$ cat src/hdl/wfs_pkg.sv
// Shared types and constants for the weld feeder sequencer.
// Used by wfs_seq, wfs_speed and weld_feeder_sequencer_unit; depends on nothing.
package wfs_pkg;

  localparam int unsigned CfgWidth   = 16;
  localparam int unsigned CountWidth = 16;
  localparam int unsigned AdcWidth   = 12;
  localparam int unsigned DutyWidth  = 7;
  localparam int unsigned SpeedWidth = 16;
  localparam int unsigned InWidth    = 32;
  localparam int unsigned OutWidth   = 32;

  localparam logic [CfgWidth-1:0] TrigDebounceRst  = 16'd10;
  localparam logic [CfgWidth-1:0] GasPreRst        = 16'd500;
  localparam logic [CfgWidth-1:0] WeldToMotorRst   = 16'd100;
  localparam logic [CfgWidth-1:0] BrakeToWeldRst   = 16'd100;
  localparam logic [CfgWidth-1:0] WeldOffToGasRst  = 16'd500;
  localparam logic [CfgWidth-1:0] SpeedWindowRst   = 16'd99;
  localparam logic [CfgWidth-1:0] MmPerCountRst    = 16'd256;

  // Full-scale ADC code, divisor of the duty computation.
  localparam logic [AdcWidth-1:0] AdcFullScale = 12'd4095;

  typedef enum logic [2:0] {
    PH_IDLE          = 3'd0,
    PH_GAS_WAIT      = 3'd1,
    PH_WELD_WAIT     = 3'd2,
    PH_RUNNING       = 3'd3,
    PH_BRAKE_WAIT    = 3'd4,
    PH_WELD_OFF_WAIT = 3'd5
  } phase_t;

  typedef enum logic [2:0] {
    REG_TRIG_DEBOUNCE = 3'd0,
    REG_GAS_PRE       = 3'd1,
    REG_WELD_TO_MOTOR = 3'd2,
    REG_BRAKE_TO_WELD = 3'd3,
    REG_WELD_OFF_GAS  = 3'd4,
    REG_SPEED_WINDOW  = 3'd5,
    REG_MM_PER_COUNT  = 3'd6
  } cfg_index_t;

  // Gas sits in the lowest bit when packed.
  typedef struct packed {
    logic motor;
    logic brake;
    logic weld;
    logic gas;
  } drive_t;

  typedef struct packed {
    logic [CfgWidth-1:0] trig_debounce;
    logic [CfgWidth-1:0] gas_pre;
    logic [CfgWidth-1:0] weld_to_motor;
    logic [CfgWidth-1:0] brake_to_weld;
    logic [CfgWidth-1:0] weld_off_to_gas;
  } seq_cfg_t;

endpackage

$ cat src/hdl/wfs_seq.sv
// Start/stop sequencer with trigger debounce: phase, delay timer and drive levels.
// Depends on wfs_pkg.
module wfs_seq (
  input  logic              clk,
  input  logic              rst,
  input  logic              step,
  input  logic              sw,
  input  logic              gun,
  input  logic              edge_seen,
  input  wfs_pkg::seq_cfg_t cfg,
  output wfs_pkg::phase_t   phase,
  output wfs_pkg::drive_t   drive
);
  import wfs_pkg::*;

  logic [CfgWidth-1:0] delay_left;
  logic [CfgWidth-1:0] debounce_left;
  phase_t              phase_next;
  logic [CfgWidth-1:0] delay_next;
  logic [CfgWidth-1:0] debounce_next;
  drive_t              drive_next;
  logic                timer_fire;
  logic                trig_fire;

  // Next phase, timer and debounce count.
  always_comb begin
    logic [CfgWidth-1:0] deb_load;
    logic [CfgWidth-1:0] dec;
    deb_load   = edge_seen ? cfg.trig_debounce : debounce_left;
    dec        = delay_left - 16'd1;
    phase_next = phase;
    delay_next = delay_left;
    timer_fire = 1'b0;
    unique case (phase)
      PH_GAS_WAIT, PH_WELD_WAIT, PH_BRAKE_WAIT, PH_WELD_OFF_WAIT: begin
        delay_next = dec;
        if (dec == '0) begin
          timer_fire = 1'b1;
          unique case (phase)
            PH_GAS_WAIT: begin
              phase_next = PH_WELD_WAIT;
              delay_next = cfg.weld_to_motor;
            end
            PH_WELD_WAIT:  phase_next = PH_RUNNING;
            PH_BRAKE_WAIT: begin
              phase_next = PH_WELD_OFF_WAIT;
              delay_next = cfg.weld_off_to_gas;
            end
            default:       phase_next = PH_IDLE;
          endcase
        end
      end
      PH_RUNNING: phase_next = PH_RUNNING;
      default:    phase_next = PH_IDLE;
    endcase

    debounce_next = deb_load;
    trig_fire     = 1'b0;
    if (sw && (deb_load != '0)) begin
      debounce_next = deb_load - 16'd1;
      trig_fire     = (debounce_next == '0);
    end
    if (trig_fire) begin
      if (gun) begin
        phase_next = PH_GAS_WAIT;
        delay_next = cfg.gas_pre;
      end else begin
        phase_next = PH_BRAKE_WAIT;
        delay_next = cfg.brake_to_weld;
      end
    end
  end

  // Drive levels: the timed step acts first, then a debounced trigger.
  always_comb begin
    drive_next = drive;
    if (timer_fire) begin
      unique case (phase)
        PH_GAS_WAIT:  drive_next.weld = 1'b1;
        PH_WELD_WAIT: begin
          drive_next.brake = 1'b0;
          drive_next.motor = 1'b1;
        end
        PH_BRAKE_WAIT: drive_next.weld = 1'b0;
        default:       drive_next.gas  = 1'b0;
      endcase
    end
    if (trig_fire) begin
      if (gun) begin
        drive_next.gas = 1'b1;
      end else begin
        drive_next.brake = 1'b1;
        drive_next.motor = 1'b0;
      end
    end
  end

  always_ff @(posedge clk) begin
    if (rst) begin
      phase         <= PH_IDLE;
      delay_left    <= '0;
      debounce_left <= '0;
      drive         <= '0;
    end else if (step) begin
      phase         <= phase_next;
      delay_left    <= delay_next;
      debounce_left <= debounce_next;
      drive         <= drive_next;
    end
  end

endmodule

$ cat src/hdl/wfs_speed.sv
// Wire speed measurement: window counter, encoder delta and Q8.8 scaling with saturation.
// Depends on wfs_pkg.
module wfs_speed (
  input  logic                               clk,
  input  logic                               rst,
  input  logic                               step,
  input  logic [wfs_pkg::CountWidth-1:0]     count,
  input  logic [wfs_pkg::CfgWidth-1:0]       window_ticks,
  input  logic [wfs_pkg::CfgWidth-1:0]       mm_per_count,
  output logic [wfs_pkg::SpeedWidth-1:0]     speed_hold,
  output logic                               speed_update
);
  import wfs_pkg::*;

  logic [CfgWidth-1:0]            window_left;
  logic [CountWidth-1:0]          last_count;
  logic [CountWidth-1:0]          delta;
  logic [CountWidth+CfgWidth-1:0] product;
  logic [SpeedWidth-1:0]          speed_sat;

  assign delta   = count - last_count;
  assign product = delta * mm_per_count;

  // The product is Q24.8; anything above bit 23 means the 16-bit result saturates.
  always_comb begin
    if (product[CountWidth+CfgWidth-1:SpeedWidth+8] != '0) begin
      speed_sat = '1;
    end else begin
      speed_sat = product[SpeedWidth+7:8];
    end
  end

  always_ff @(posedge clk) begin
    if (rst) begin
      window_left  <= SpeedWindowRst;
      last_count   <= '0;
      speed_hold   <= '0;
      speed_update <= 1'b0;
    end else if (step) begin
      if (window_left == '0) begin
        window_left  <= window_ticks;
        last_count   <= count;
        speed_hold   <= speed_sat;
        speed_update <= 1'b1;
      end else begin
        window_left  <= window_left - 16'd1;
        speed_update <= 1'b0;
      end
    end
  end

endmodule

$ cat src/hdl/weld_feeder_sequencer_unit.sv
// Top level of the weld feeder sequencer: stream ports, configuration registers,
// input register, duty computation and result handshake. Depends on wfs_pkg, wfs_seq, wfs_speed.
//
// Each beat on the slave side is one tick and produces exactly one result beat holding the
// state after that tick. The block takes one beat per clock cycle while the master side keeps up: a
// beat waits in the input register, and the sequencer, speed and duty registers then hold the
// result until the master side takes it, while the next beat already waits in the input
// register. The speed path is one 16x16 multiply per tick; the duty is adc*100/4095 rounded
// down. Configuration registers take effect on the next tick and should be written only while
// no beat is in flight.
module weld_feeder_sequencer_unit (
  input  logic                                clk,
  input  logic                                rst,
  // Configuration write port
  input  logic                                wr_en,
  input  logic [2:0]                          wr_index,
  input  logic [wfs_pkg::CfgWidth-1:0]        wr_data,
  // Tick input
  input  logic                                s_axis_tvalid,
  output logic                                s_axis_tready,
  // From bit 0: switch_enabled, gun_pressed, trigger_edge, encoder_count[15:0],
  // adc_sample[11:0], one zero pad bit
  input  logic [wfs_pkg::InWidth-1:0]         s_axis_tdata,
  // Result output
  output logic                                m_axis_tvalid,
  input  logic                                m_axis_tready,
  // From bit 0: gas_on, weld_on, brake_on, motor_on, duty_percent[6:0], speed_update,
  // wire_speed[15:0], phase[2:0], one zero pad bit
  output logic [wfs_pkg::OutWidth-1:0]        m_axis_tdata
);
  import wfs_pkg::*;

  seq_cfg_t             seq_cfg;
  logic [CfgWidth-1:0]  speed_window;
  logic [CfgWidth-1:0]  mm_per_count;

  logic                 in_valid;
  logic                 in_sw;
  logic                 in_gun;
  logic                 in_edge;
  logic [CountWidth-1:0] in_count;
  logic [AdcWidth-1:0]  in_adc;

  logic                 step;
  logic [DutyWidth-1:0] duty_hold;
  logic [DutyWidth-1:0] duty_calc;
  phase_t               phase;
  drive_t               drive;
  logic [SpeedWidth-1:0] speed_hold;
  logic                 speed_update;

  always_ff @(posedge clk) begin
    if (rst) begin
      seq_cfg.trig_debounce   <= TrigDebounceRst;
      seq_cfg.gas_pre         <= GasPreRst;
      seq_cfg.weld_to_motor   <= WeldToMotorRst;
      seq_cfg.brake_to_weld   <= BrakeToWeldRst;
      seq_cfg.weld_off_to_gas <= WeldOffToGasRst;
      speed_window            <= SpeedWindowRst;
      mm_per_count            <= MmPerCountRst;
    end else if (wr_en) begin
      unique case (cfg_index_t'(wr_index))
        REG_TRIG_DEBOUNCE: seq_cfg.trig_debounce   <= wr_data;
        REG_GAS_PRE:       seq_cfg.gas_pre         <= wr_data;
        REG_WELD_TO_MOTOR: seq_cfg.weld_to_motor   <= wr_data;
        REG_BRAKE_TO_WELD: seq_cfg.brake_to_weld   <= wr_data;
        REG_WELD_OFF_GAS:  seq_cfg.weld_off_to_gas <= wr_data;
        REG_SPEED_WINDOW:  speed_window            <= wr_data;
        REG_MM_PER_COUNT:  mm_per_count            <= wr_data;
        default: ;
      endcase
    end
  end

  // The state registers double as the result register, so a tick is processed only
  // when the previous result has been taken or is being taken in this cycle.
  assign step          = in_valid && (!m_axis_tvalid || m_axis_tready);
  assign s_axis_tready = !in_valid || step;

  always_ff @(posedge clk) begin
    if (rst) begin
      in_valid <= 1'b0;
    end else if (s_axis_tready) begin
      in_valid <= s_axis_tvalid;
    end
  end

  always_ff @(posedge clk) begin
    if (s_axis_tvalid && s_axis_tready) begin
      in_sw    <= s_axis_tdata[0];
      in_gun   <= s_axis_tdata[1];
      in_edge  <= s_axis_tdata[2];
      in_count <= s_axis_tdata[18:3];
      in_adc   <= s_axis_tdata[30:19];
    end
  end

  always_ff @(posedge clk) begin
    if (rst) begin
      m_axis_tvalid <= 1'b0;
    end else if (step) begin
      m_axis_tvalid <= 1'b1;
    end else if (m_axis_tready) begin
      m_axis_tvalid <= 1'b0;
    end
  end

  // Divide by 4095 = 4096 - 1: take x >> 12, then the remainder is the low 12 bits plus
  // that quotient, which stays below twice the divisor, so one correction step suffices.
  always_comb begin
    logic [AdcWidth+6:0] scaled;
    logic [DutyWidth-1:0] q0;
    logic [AdcWidth:0]   rem;
    scaled = ({7'd0, in_adc} << 6) + ({7'd0, in_adc} << 5) + ({7'd0, in_adc} << 2);
    q0     = scaled[AdcWidth+6:AdcWidth];
    rem    = {1'b0, scaled[AdcWidth-1:0]} + {6'd0, q0};
    if (rem >= {1'b0, AdcFullScale}) begin
      duty_calc = q0 + 7'd1;
    end else begin
      duty_calc = q0;
    end
  end

  always_ff @(posedge clk) begin
    if (rst) begin
      duty_hold <= '0;
    end else if (step && in_sw) begin
      duty_hold <= duty_calc;
    end
  end

  wfs_seq u_seq (
    .clk       (clk),
    .rst       (rst),
    .step      (step),
    .sw        (in_sw),
    .gun       (in_gun),
    .edge_seen (in_edge),
    .cfg       (seq_cfg),
    .phase     (phase),
    .drive     (drive)
  );

  wfs_speed u_speed (
    .clk          (clk),
    .rst          (rst),
    .step         (step),
    .count        (in_count),
    .window_ticks (speed_window),
    .mm_per_count (mm_per_count),
    .speed_hold   (speed_hold),
    .speed_update (speed_update)
  );

  assign m_axis_tdata = {1'b0, phase, speed_hold, speed_update, duty_hold, drive};

endmodule

$ cat config.mk
export PLATFORM = sky130hd
export DESIGN_NAME = weld_feeder_sequencer_unit
export DESIGN_NICKNAME = d
export VERILOG_FILES = /design/src/hdl/wfs_pkg.sv /design/src/hdl/wfs_seq.sv /design/src/hdl/wfs_speed.sv /design/src/hdl/weld_feeder_sequencer_unit.sv
export SDC_FILE = /design/constraint.sdc
export NUM_CORES = 1
export LEC_CHECK = 0
export BUFFER_PORTS_ARGS = -buffer_cell sky130_fd_sc_hd__buf_2
export CORE_ASPECT_RATIO = 1.5
export CORE_MARGIN = 2
export CORE_UTILIZATION = 58
export DETAILED_ROUTE_END_ITERATION = 16
export PLACE_DENSITY = 0.81
export SLEW_MARGIN = 20
export SYNTH_ARGS = -nofsm -noshare
export SYNTH_HDL_FRONTEND = slang
export SYNTH_SLANG_ARGS = --single-unit
$ cat constraint.sdc
create_clock -name clk -period 9.6 [get_ports clk]
set_input_delay 0.48 -clock clk [delete_from_list [all_inputs] [get_ports clk]]
set_output_delay 0.48 -clock clk [all_outputs]
set_load 0.01 [all_outputs]
==> metrics.md, run 1 <==
| Metric | Value |
|---|---|
| Run status | completed |
| Die Width | between 150 and 200 um |
| Final net count | 2992 |
| Initial antenna violation count | 0 |
| Final core occ | 0.629 |
| GR Overflow Total | 0 |
| Worst Skew | between 0.03 and 0.04 ns |
| PortBufs | 87 |
| Placer's final routability congestion estimate | approximately 0.97 |
| Crit Path Class | flop to flop |
| First-pass DRT Iterations | 6 |
| FFs w/ async S/R, synth | 0 |
| # setup viols final | 0 |
| Fin. Hold Viols | 0 |
| Main synth FF type | dfxtp_1 |
| Site Rows | 86 |
| Critical Path RT | 10.05 ns |
| Largest stage delay on the critical path | between 0.6 and 0.7 ns |
| WL final | 55200 um |
| ANT nets after route | 0 |
| Residual DRC | 0 |
| FF+latch count, synth | 240 |
| Leakage | 10.0 nW |
| Max Buffers Root-to-Sink | 3 |
| Initial core utilization | 0.586 |
| Hold crit path type | input port to flop |
| Slowest stage cell, crit path | a211oi_1 |
| Min Clock Period, post-route | about 9 ns |
| MaxCap Viol Count | 0 |
| Post-DP Area | 22300 um2 |
| Routed vias/inst | approximately 6.0 |
| Overall power | 2.89 mW |
| GRT Util Overall | 0.286 |
| ANT cells | 0 |
| Area of the multi-input gates | 14800 um2 |
| Sequential share of the synthesized area | 0.238 |
| Sequential Area | roughly 5100 um2 |
| Area Overhead vs Synth | 7.41% |
| Hold_sp | s_axis_tdata[22] |
| Dpl hpwl | between 40000 and 50000 um |
| First-pass GRT wire length | ~90000 um |
| IO Count | 90 |
| CTS H-tree depth | 1 |
| Worst Setup Slack, final | 0.395 ns |
| Worst path most repeated cell | fa_1 |
| Slew Limit Headroom | 0.201 |
| Vias in the first global route | 18643 |
| Critical Path AT | 9.65 ns |
| Pre-CTS WS | around 0.18 ns |
| Via Count | approximately 19000 |
| Drt wl/cell | roughly 18 um |
| Post-layout instance area | ~23000 um2 |
| Critical path fanouts, max | 9 |
| Clock slew at reported path FFs | around 0.060 ns |
| Die Y | 240 um |
| Cells after synthesis | roughly 2600 |
| Skew-Pair Late Insertion Delay | approximately 0.55 ns |
| Share of cells above drive strength 1 | 0.0776 |
| Root Driver | clkbuf_16 |
| Post-synth EDFFs | 31 |
| Slew @ Worst Pin | 1.19 ns |
| Syn_area_per_cell | 8.28 um2 |
| Yosys warns | 0 |
| Total CTS buffers | 22 |
| Clock sink count | 240 |
| Yosys cell types | between 70 and 80 |
| Net Count, Synth | between 2000 and 3000 |
| Placed insts | between 3000 and 4000 |
| Worst Setup End Kind | flop |
| Period utilisation layout | 0.959 |
| Initial drt markers | between 1000 and 1500 |
| Die area | ~39000 um2 |
| Area of the mapped netlist | between 20000 and 25000 um2 |
| Most frequent cells in the layout | nand2_1, inv_1, dfxtp_1, fa_1, a21oi_1 |
| Worst vdd ir | between 0.0002 and 0.00025 V |
| R2r startpoint | in_count[1]$_DFFE_PP_ |
| Fmax achieved | roughly 110 MHz |
| Filler Cell Count | around 3000 |
| Most common cell after layout, fill and taps aside | nand2_1 |
| Final cell count without fillers | roughly 3100 |
| Hold_ws | 0.130 ns |
| Setup crit start kind | flop |
| Largest net degree at the start of global routing | 116 |
| Setup TNS | 0 ns |
| Fin. max-slew vios | 0 |
| Core area | 36700 um2 |
| TritonCTS clock tree | yes |
| Total power divided by cell area | around 130 nW/um2 |
| Critical path launch point | in_count[1]$_DFFE_PP_ |
-- timing repair --
| item | in CTS | in global routing |
|---|---|---|
| setup buffers | 0 | 3 |
| setup endpoints to repair | 0 | 16 |
| gates resized for setup | 0 | 9 |
| hold buffers | 0 | 0 |
-- final timing paths --
kind                                                to  slack [ns]  depth (start not counted)
setup / recovery   u_speed.speed_hold[11]$_SDFFE_PP0P_        0.39                         31
hold / removal                     in_adc[3]$_DFFE_PP_        0.13                          1
setup reg to reg   u_speed.speed_hold[11]$_SDFFE_PP0P_        0.39                         31
hold reg to reg   u_seq.debounce_left[15]$_SDFFE_PP0P_        0.45                          2
-- cells by family (layout without fill, tap and decap cells) --
family / count (synthesis) / in the layout / share of synthesized area
XOR/XNOR: 73 / 73 / 0.0297
flip-flops: 240 / 240 / 0.238
AO/OA/AOI/OAI: 459 / 459 / 0.137
AND/OR/NAND/NOR: 991 / 991 / 0.225
other: 1 / 1 / 0.000174
buffers and inverters: 445 / 452 / 0.0785
multiplexers: 38 / 38 / 0.0181
adder cells (fa/ha/maj): 348 / 348 / 0.274
-- registers in the layout, summed over array words and instances (netlist names), 7 cells and up --
name	flops
seq_cfg	80
u_seq.debounce_left	16
u_speed.window_left	16
in_adc	12
in_count	16
speed_window	16
u_seq.delay_left	16
u_speed.speed_hold	16
duty_hold	7
u_speed.last_count	16
mm_per_count	16
-- power breakdown --
group / switching, mW / total, mW / internal [mW]
combinational: 0.556 / 0.898 / 0.342
clock: 0.395 / 0.905 / 0.510
sequential: 0.0408 / 1.09 / 1.05
total: 0.992 / 2.89 / 1.90
-- area by class of cell --
class,count,area share
clock buffer,32,0.0290
timing repair buffer,130,0.0330
clock inverter,6,0.00255
inverter,284,0.0462
sequential,240,0.222
tap,484,0.0262
multi-input combinational,1910,0.641
-- layer usage --
metal / vias to the layer above / track usage / part of all wire
met5: - / 0 / 0
met1: 8996 / 0.315 / 0.36
met2: 656 / 0.528 / 0.52
li1: 8642 / - / -
met3: 217 / 0.0352 / 0.062
met4: 0 / 0.167 / 0.061
-- cell usage after synthesis (26+ instances only) --
master | n | share of area
clkbuf_1 | 148 | 0.026
mux2i_1 | 31 | 0.014
nand2_1 | 470 | 0.082
a21oi_1 | 190 | 0.044
xnor2_1 | 38 | 0.015
nor3_1 | 40 | 0.0093
xor2_1 | 35 | 0.014
nand3_1 | 56 | 0.013
a211oi_1 | 26 | 0.0091
inv_1 | 284 | 0.050
nor2_1 | 113 | 0.020
nor2b_1 | 27 | 0.0079
nand3b_1 | 27 | 0.0094
edfxtp_1 | 31 | 0.043
ha_1 | 144 | 0.084
a31oi_1 | 31 | 0.0090
fa_1 | 204 | 0.19
dfxtp_1 | 209 | 0.19
and2_1 | 115 | 0.033
nor4b_1 | 29 | 0.012
o21ai_0 | 45 | 0.010
-- critical path: cells and delay by family, from the launching register on --
family          cells  cell delay [ns]
buf+inv             7             0.92
fa+ha+maj           8             3.52
compound gates     12             3.30
flops               1             0.45
simple gates        3             0.39
xor+xnor            1             0.56
Note: power is estimated with default switching activity, not from simulation.
==> run 2, diff against run 1 <==
CORE_UTILIZATION = 35   (was 58)
PLACE_DENSITY = 0.54   (was 0.81)
==> run 2 against run 1 <==
Global-route usage down 10 points. Critical path type unchanged. Critical path depth down 1. Highest routed layer is now met5. Final area up 2.3%. Largest cell class unchanged. Combinational power down 3.9%. Sequential power about the same.
==> metrics.md, run 2 (synthesis results as in run 1) <==
| Metric | Value |
|---|---|
| Max Buffers Root-to-Sink | 3 |
| Run status | completed |
| Max reg flops | 80 |
| Setup crit start kind | flop |
| Hold crit path type | input port to flop |
| Root Driver | clkbuf_16 |
| Worst path most repeated cell | fa_1 |
| Critical path fanouts, max | 31 |
| Core area | just over 60000 um2 |
| Hold_ws | 0.0993 ns |
| CTS H-tree depth | 1 |
| Leakage | slightly above 10 nW |
| PortBufs | 87 |
| Skew-Pair Late Insertion Delay | 0.56 ns |
| WL final | 57300 um |
| Most common cell after layout, fill and taps aside | nand2_1 |
| Min Clock Period, post-route | 8.97 ns |
| Overall power | roughly 3.0 mW |
| Slew Limit Headroom | 0.273 |
| Site Rows | 111 |
| Largest net degree at the start of global routing | 94 |
| Share of cells above drive strength 1 | 0.0779 |
| Clock sink count | 240 |
| Final net count | about 3000 |
| Worst vdd ir | approximately 0.00016 V |
| Placer's final routability congestion estimate | 0.848 |
| # setup viols final | 0 |
| Residual DRC | 0 |
| Placed insts | between 3000 and 4000 |
| Die area | between 60000 and 70000 um2 |
| Area Overhead vs Synth | 9.86% |
| Post-CTS setup buffers | 0 |
| Routed vias/inst | 5.21 |
| RSZ-0062 raised after global routing | false |
| First-pass GRT wire length | around 94000 um |
| Critical Path RT | 10.02 ns |
| Most frequent cells in the layout | nand2_1, inv_1, dfxtp_1, fa_1, a21oi_1 |
| Largest stage delay on the critical path | approximately 0.54 ns |
| Final cell count without fillers | between 3000 and 4000 |
| IO Count | 90 |
| Largest reg by FF count | seq_cfg |
| Initial antenna violation count | 2 |
| Fin. Hold Viols | 0 |
| GRT Util Overall | 0.184 |
| Drt wl/cell | around 17 um |
| Via Count | ~18000 |
| Vias in the first global route | 18306 |
| Setup TNS | 0 ns |
| Total CTS buffers | 26 |
| Worst Setup End Kind | flop |
| Slew @ Worst Pin | 1.09 ns |
| Dpl hpwl | between 40000 and 50000 um |
| Critical Path AT | ~9.4 ns |
| Die Width | about 210 um |
| First-pass DRT Iterations | 5 |
| Filler Cell Count | approximately 6100 |
| Period utilisation layout | 0.934 |
| MaxCap Viol Count | 0 |
| Crit Path Class | flop to flop |
| Fin. max-slew vios | 0 |
| GR Overflow Total | 0 |
| Initial drt markers | 730 |
| Final core occ | 0.387 |
| TritonCTS clock tree | yes |
| Worst Skew | 0.0202 ns |
| Die Y | slightly above 300 um |
| Clock slew at reported path FFs | 0.06 ns |
| Slowest stage cell, crit path | fa_1 |
| Initial core utilization | 0.353 |
| ANT nets after route | 0 |
| Total power divided by cell area | 127 nW/um2 |
| Fmax achieved | ~110 MHz |
[run 2: cell type report]
class	count	area, um2	area share
diodes	1	2.50	0.000106
clock inverters	13	161	0.00684
clock buffers	35	716	0.0303
inverters	284	1070	0.0451
repair buffers	125	739	0.0313
multi-input cells	1910	14800	0.628
well taps	791	990	0.0419
flip-flops and latches	240	5110	0.217
[run 2: timing repair]
| action | 4_1_cts | 5_1_grt |
|---|---|---|
| endpoints found under the setup margin | 0 | 16 |
| gates resized for setup | 0 | 7 |
| hold buffers | 0 | 0 |
| endpoints found under the hold margin | 0 | 0 |
[run 2: report_power, final]
group	switching, mW	total [mW]	leakage (nW)	internal [mW]
clock network	0.444	1.05	0.423	0.608
registers	0.0389	1.09	2.00	1.05
logic	0.529	0.863	7.64	0.335
[run 2: path summary, 6_finish.rpt]
| kind | endpoint | slack, ns | startpoint | cells past startpoint |
|---|---|---|---|---|
| worst min register to register | u_speed.last_count[9]$_SDFFE_PP0P_ | 0.45 | u_speed.last_count[9]$_SDFFE_PP0P_ | 2 |
| worst min-delay path | in_adc[4]$_DFFE_PP_ | 0.1 | s_axis_tdata[23] | 1 |
| worst max register to register | u_speed.speed_hold[1]$_SDFFE_PP0P_ | 0.63 | in_count[1]$_DFFE_PP_ | 30 |
| worst max-delay path | u_speed.speed_hold[1]$_SDFFE_PP0P_ | 0.63 | in_count[1]$_DFFE_PP_ | 30 |
[run 2: per-layer routing]
layer  wire (um)  vias to the layer above  GRT usage
met5          24                        -          0
met2       31200                      292      0.356
met3        1560                       90     0.0163
met1       22900                     8678      0.208
met4        1590                        4     0.0566
li1            -                     8636          -
[run 2: critical path: cells and delay by family, from the launching register on]
kind	cells	cell delay, ns
buffers and inverters	5	0.61
AO/OA/AOI/OAI	16	4.01
flip-flops	1	0.45
AND/OR/NAND/NOR	1	0.12
adder cells (fa/ha/maj)	8	3.64
[run 2: through the flow]
step           setup slack (ns)  instance area [um2]
2_1_floorplan             0.680                21500
3_3_place_gp              0.315                22700
3_5_place_dp              0.304                22700
4_1_cts                   0.290                23600
5_1_grt                  0.0954                23600
6_report                  0.633                23600
==> run 3, diff against run 2 <==
CORE_MARGIN = 5   (was 2)
CORE_UTILIZATION = 50   (was 35)
PLACE_DENSITY = 0.71   (was 0.54)
==> run 3 against run 2 <==
Final cell count decreased by 6.6%. Register-to-register slack got worse by 0.17 ns. Sequential share of layout area increased by 0.31 points. Highest routed layer is now met4. Combinational power grew 3.4%. Power fell by 1.1%.
==> metrics.md, run 3 (synthesis results as in run 1) <==
| Metric | Value |
|---|---|
| TritonCTS clock tree | yes |
| Period utilisation layout | 0.952 |
| Min Clock Period, post-route | just over 9 ns |
| Critical path fanouts, max | 16 |
| Hold_sp | s_axis_tdata[5] |
| Clock sink count | 240 |
| CTS H-tree depth | 1 |
| Die Width | 179 um |
| Crit Path Class | flop to flop |
| Fin. max-slew vios | 0 |
| Hold crit path type | input port to flop |
| Largest stage delay on the critical path | approximately 0.54 ns |
| Slew @ Worst Pin | ~1.1 ns |
| Core area | approximately 43000 um2 |
| Most frequent cells in the layout | nand2_1, inv_1, dfxtp_1, fa_1, a21oi_1 |
| Initial antenna violation count | 0 |
| Switching share of power | 0.339 |
| Setup TNS | 0 ns |
| Worst Setup End Kind | flop |
| Initial core utilization | 0.503 |
| Max reg flops | 80 |
| Post-DP Area | approximately 22000 um2 |
| Clock power frac | 0.333 |
| Critical Path RT | ~10 ns |
| WL final | 56400 um |
| Flop pwr share | 0.367 |
| R2r startpoint | in_count[0]$_DFFE_PP_ |
| Slew Limit Headroom | 0.263 |
| ANT nets after route | 0 |
| Pre-CTS WS | ~0.27 ns |
| Area Overhead vs Synth | 8.31% |
| Worst Skew | approximately 0.021 ns |
| Site Rows | between 90 and 100 |
| Critical path launch point | in_count[0]$_DFFE_PP_ |
| Leakage | 10.0 nW |
| Overall power | roughly 3.0 mW |
| Worst vdd ir | around 0.00015 V |
| Critical Path AT | 9.55 ns |
| Switching pwr | just over 1 mW |
| GR Overflow Total | 0 |
| Hold_buf cts | 0 |
| Flop-to-flop setup slack | 0.46 ns |
| Die Y | approximately 260 um |
| IO Count | 90 |
| Initial drt markers | 983 |
| Internal power | ~2 mW |
| MaxCap Viol Count | 0 |
| Largest net degree at the start of global routing | between 100 and 150 |
| Slowest stage cell, crit path | fa_1 |
| Most common cell after layout, fill and taps aside | nand2_1 |
| Post-layout instance area | roughly 23000 um2 |
| Vias in the first global route | about 19000 |
| # setup viols final | 0 |
| Share of cells above drive strength 1 | 0.0780 |
| Fin. Hold Viols | 0 |
| Clock slew at reported path FFs | approximately 0.070 ns |
| Largest reg by FF count | seq_cfg |
| Total CTS buffers | 23 |
| Worst Setup Slack, final | ~0.46 ns |
| Worst path most repeated cell | fa_1 |
| Residual DRC | 0 |
| Via Count | 18248 |
| Run status | completed |
| Setup crit start kind | flop |
| First-pass DRT Iterations | 5 |
| Comb pwr share | 0.300 |
| First-pass GRT wire length | between 90000 and 100000 um |
| Fmax achieved | 109 MHz |
| Dpl hpwl | between 40000 and 50000 um |
| GRT Util Overall | 0.235 |
| Root Driver | clkbuf_16 |
| Final net count | 2990 |
| Skew-Pair Late Insertion Delay | between 0.5 and 0.6 ns |
| Total power divided by cell area | 128 nW/um2 |
| Die area | 47300 um2 |
| Drt wl/cell | 17.8 um |
| Placer's final routability congestion estimate | approximately 0.96 |
| Max Buffers Root-to-Sink | 3 |
| PortBufs | 87 |
| Routed vias/inst | about 5.7 |
[run 3: cell types whose count changed in the layout (fill, tap and decap cells not counted), moves of 2 or more]
cell       before  now
inv_6           0    2
nor2_2          3    5
a21oi_2         3    1
clkbuf_8        1    3
clkinv_1        2    0
clkbuf_1        7    3
clkbuf_16      27   24
buf_4          37   39
a21oi_1       187  189
[run 3: final cells by class]
class                   instances  area (um2)
multi-input cells            1910       14800
inverters                     284        1070
fillers                      3940       19400
clock buffers                  30         653
well taps                     570         713
diodes                          1        2.50
clock inverters                12         175
repair buffers                127         754
flip-flops and latches        240        5110
[run 3: critical path: cells and delay by family (launching register included)]
kind	cells	cell delay [ns]
XOR/XNOR	1	0.16
buffers and inverters	9	1.00
flip-flops	1	0.39
adder cells (fa/ha/maj)	9	3.89
AO/OA/AOI/OAI	11	2.35
AND/OR/NAND/NOR	5	1.20
[run 3: final timing paths]
path | to | cells past startpoint
setup / recovery | u_speed.speed_hold[3]$_SDFFE_PP0P_ | 35
hold / removal | in_count[2]$_DFFE_PP_ | 1
setup reg to reg | u_speed.speed_hold[3]$_SDFFE_PP0P_ | 35
hold reg to reg | u_speed.last_count[10]$_SDFFE_PP0P_ | 2
[run 3: layer usage]
layer	vias to the layer above	wire (um)	GRT usage	share of wire
met2	542	30400	0.442	0.54
met4	0	2630	0.107	0.047
met1	8924	20900	0.262	0.37
met5	-	0	0	0
met3	160	2540	0.0248	0.045
li1	8622	-	-	-
[run 3: per-stage QoR]
step / hold slack [ns] / util / instances
finish: 0.117 / 0.545 / 3174
global route: 0.0983 / 0.545 / 3173
CTS: 0.0995 / 0.543 / 3169
detailed placement: 0.444 / 0.524 / 3127
global placement: 0.438 / 0.524 / 3127
floorplan: 0.429 / - / 2595
[run 3: power by group through the flow]
stage          Sequential, mW  Clock, mW  Combinational [mW]
4_1_cts                  1.09       1.01               0.886
3_5_place_dp             1.11          0               0.879
5_1_grt                  1.09       1.04               0.997
6_report                 1.09      0.989               0.892
3_3_place_gp             1.11          0               0.850
2_1_floorplan            1.09          0               0.637
[run 3: timing repair]
| action | in CTS | in global routing |
|---|---|---|
| gates resized for setup | 0 | 7 |
| setup endpoints to repair | 0 | 16 |
| hold endpoints to repair | 0 | 0 |
| setup buffers | 0 | 4 |
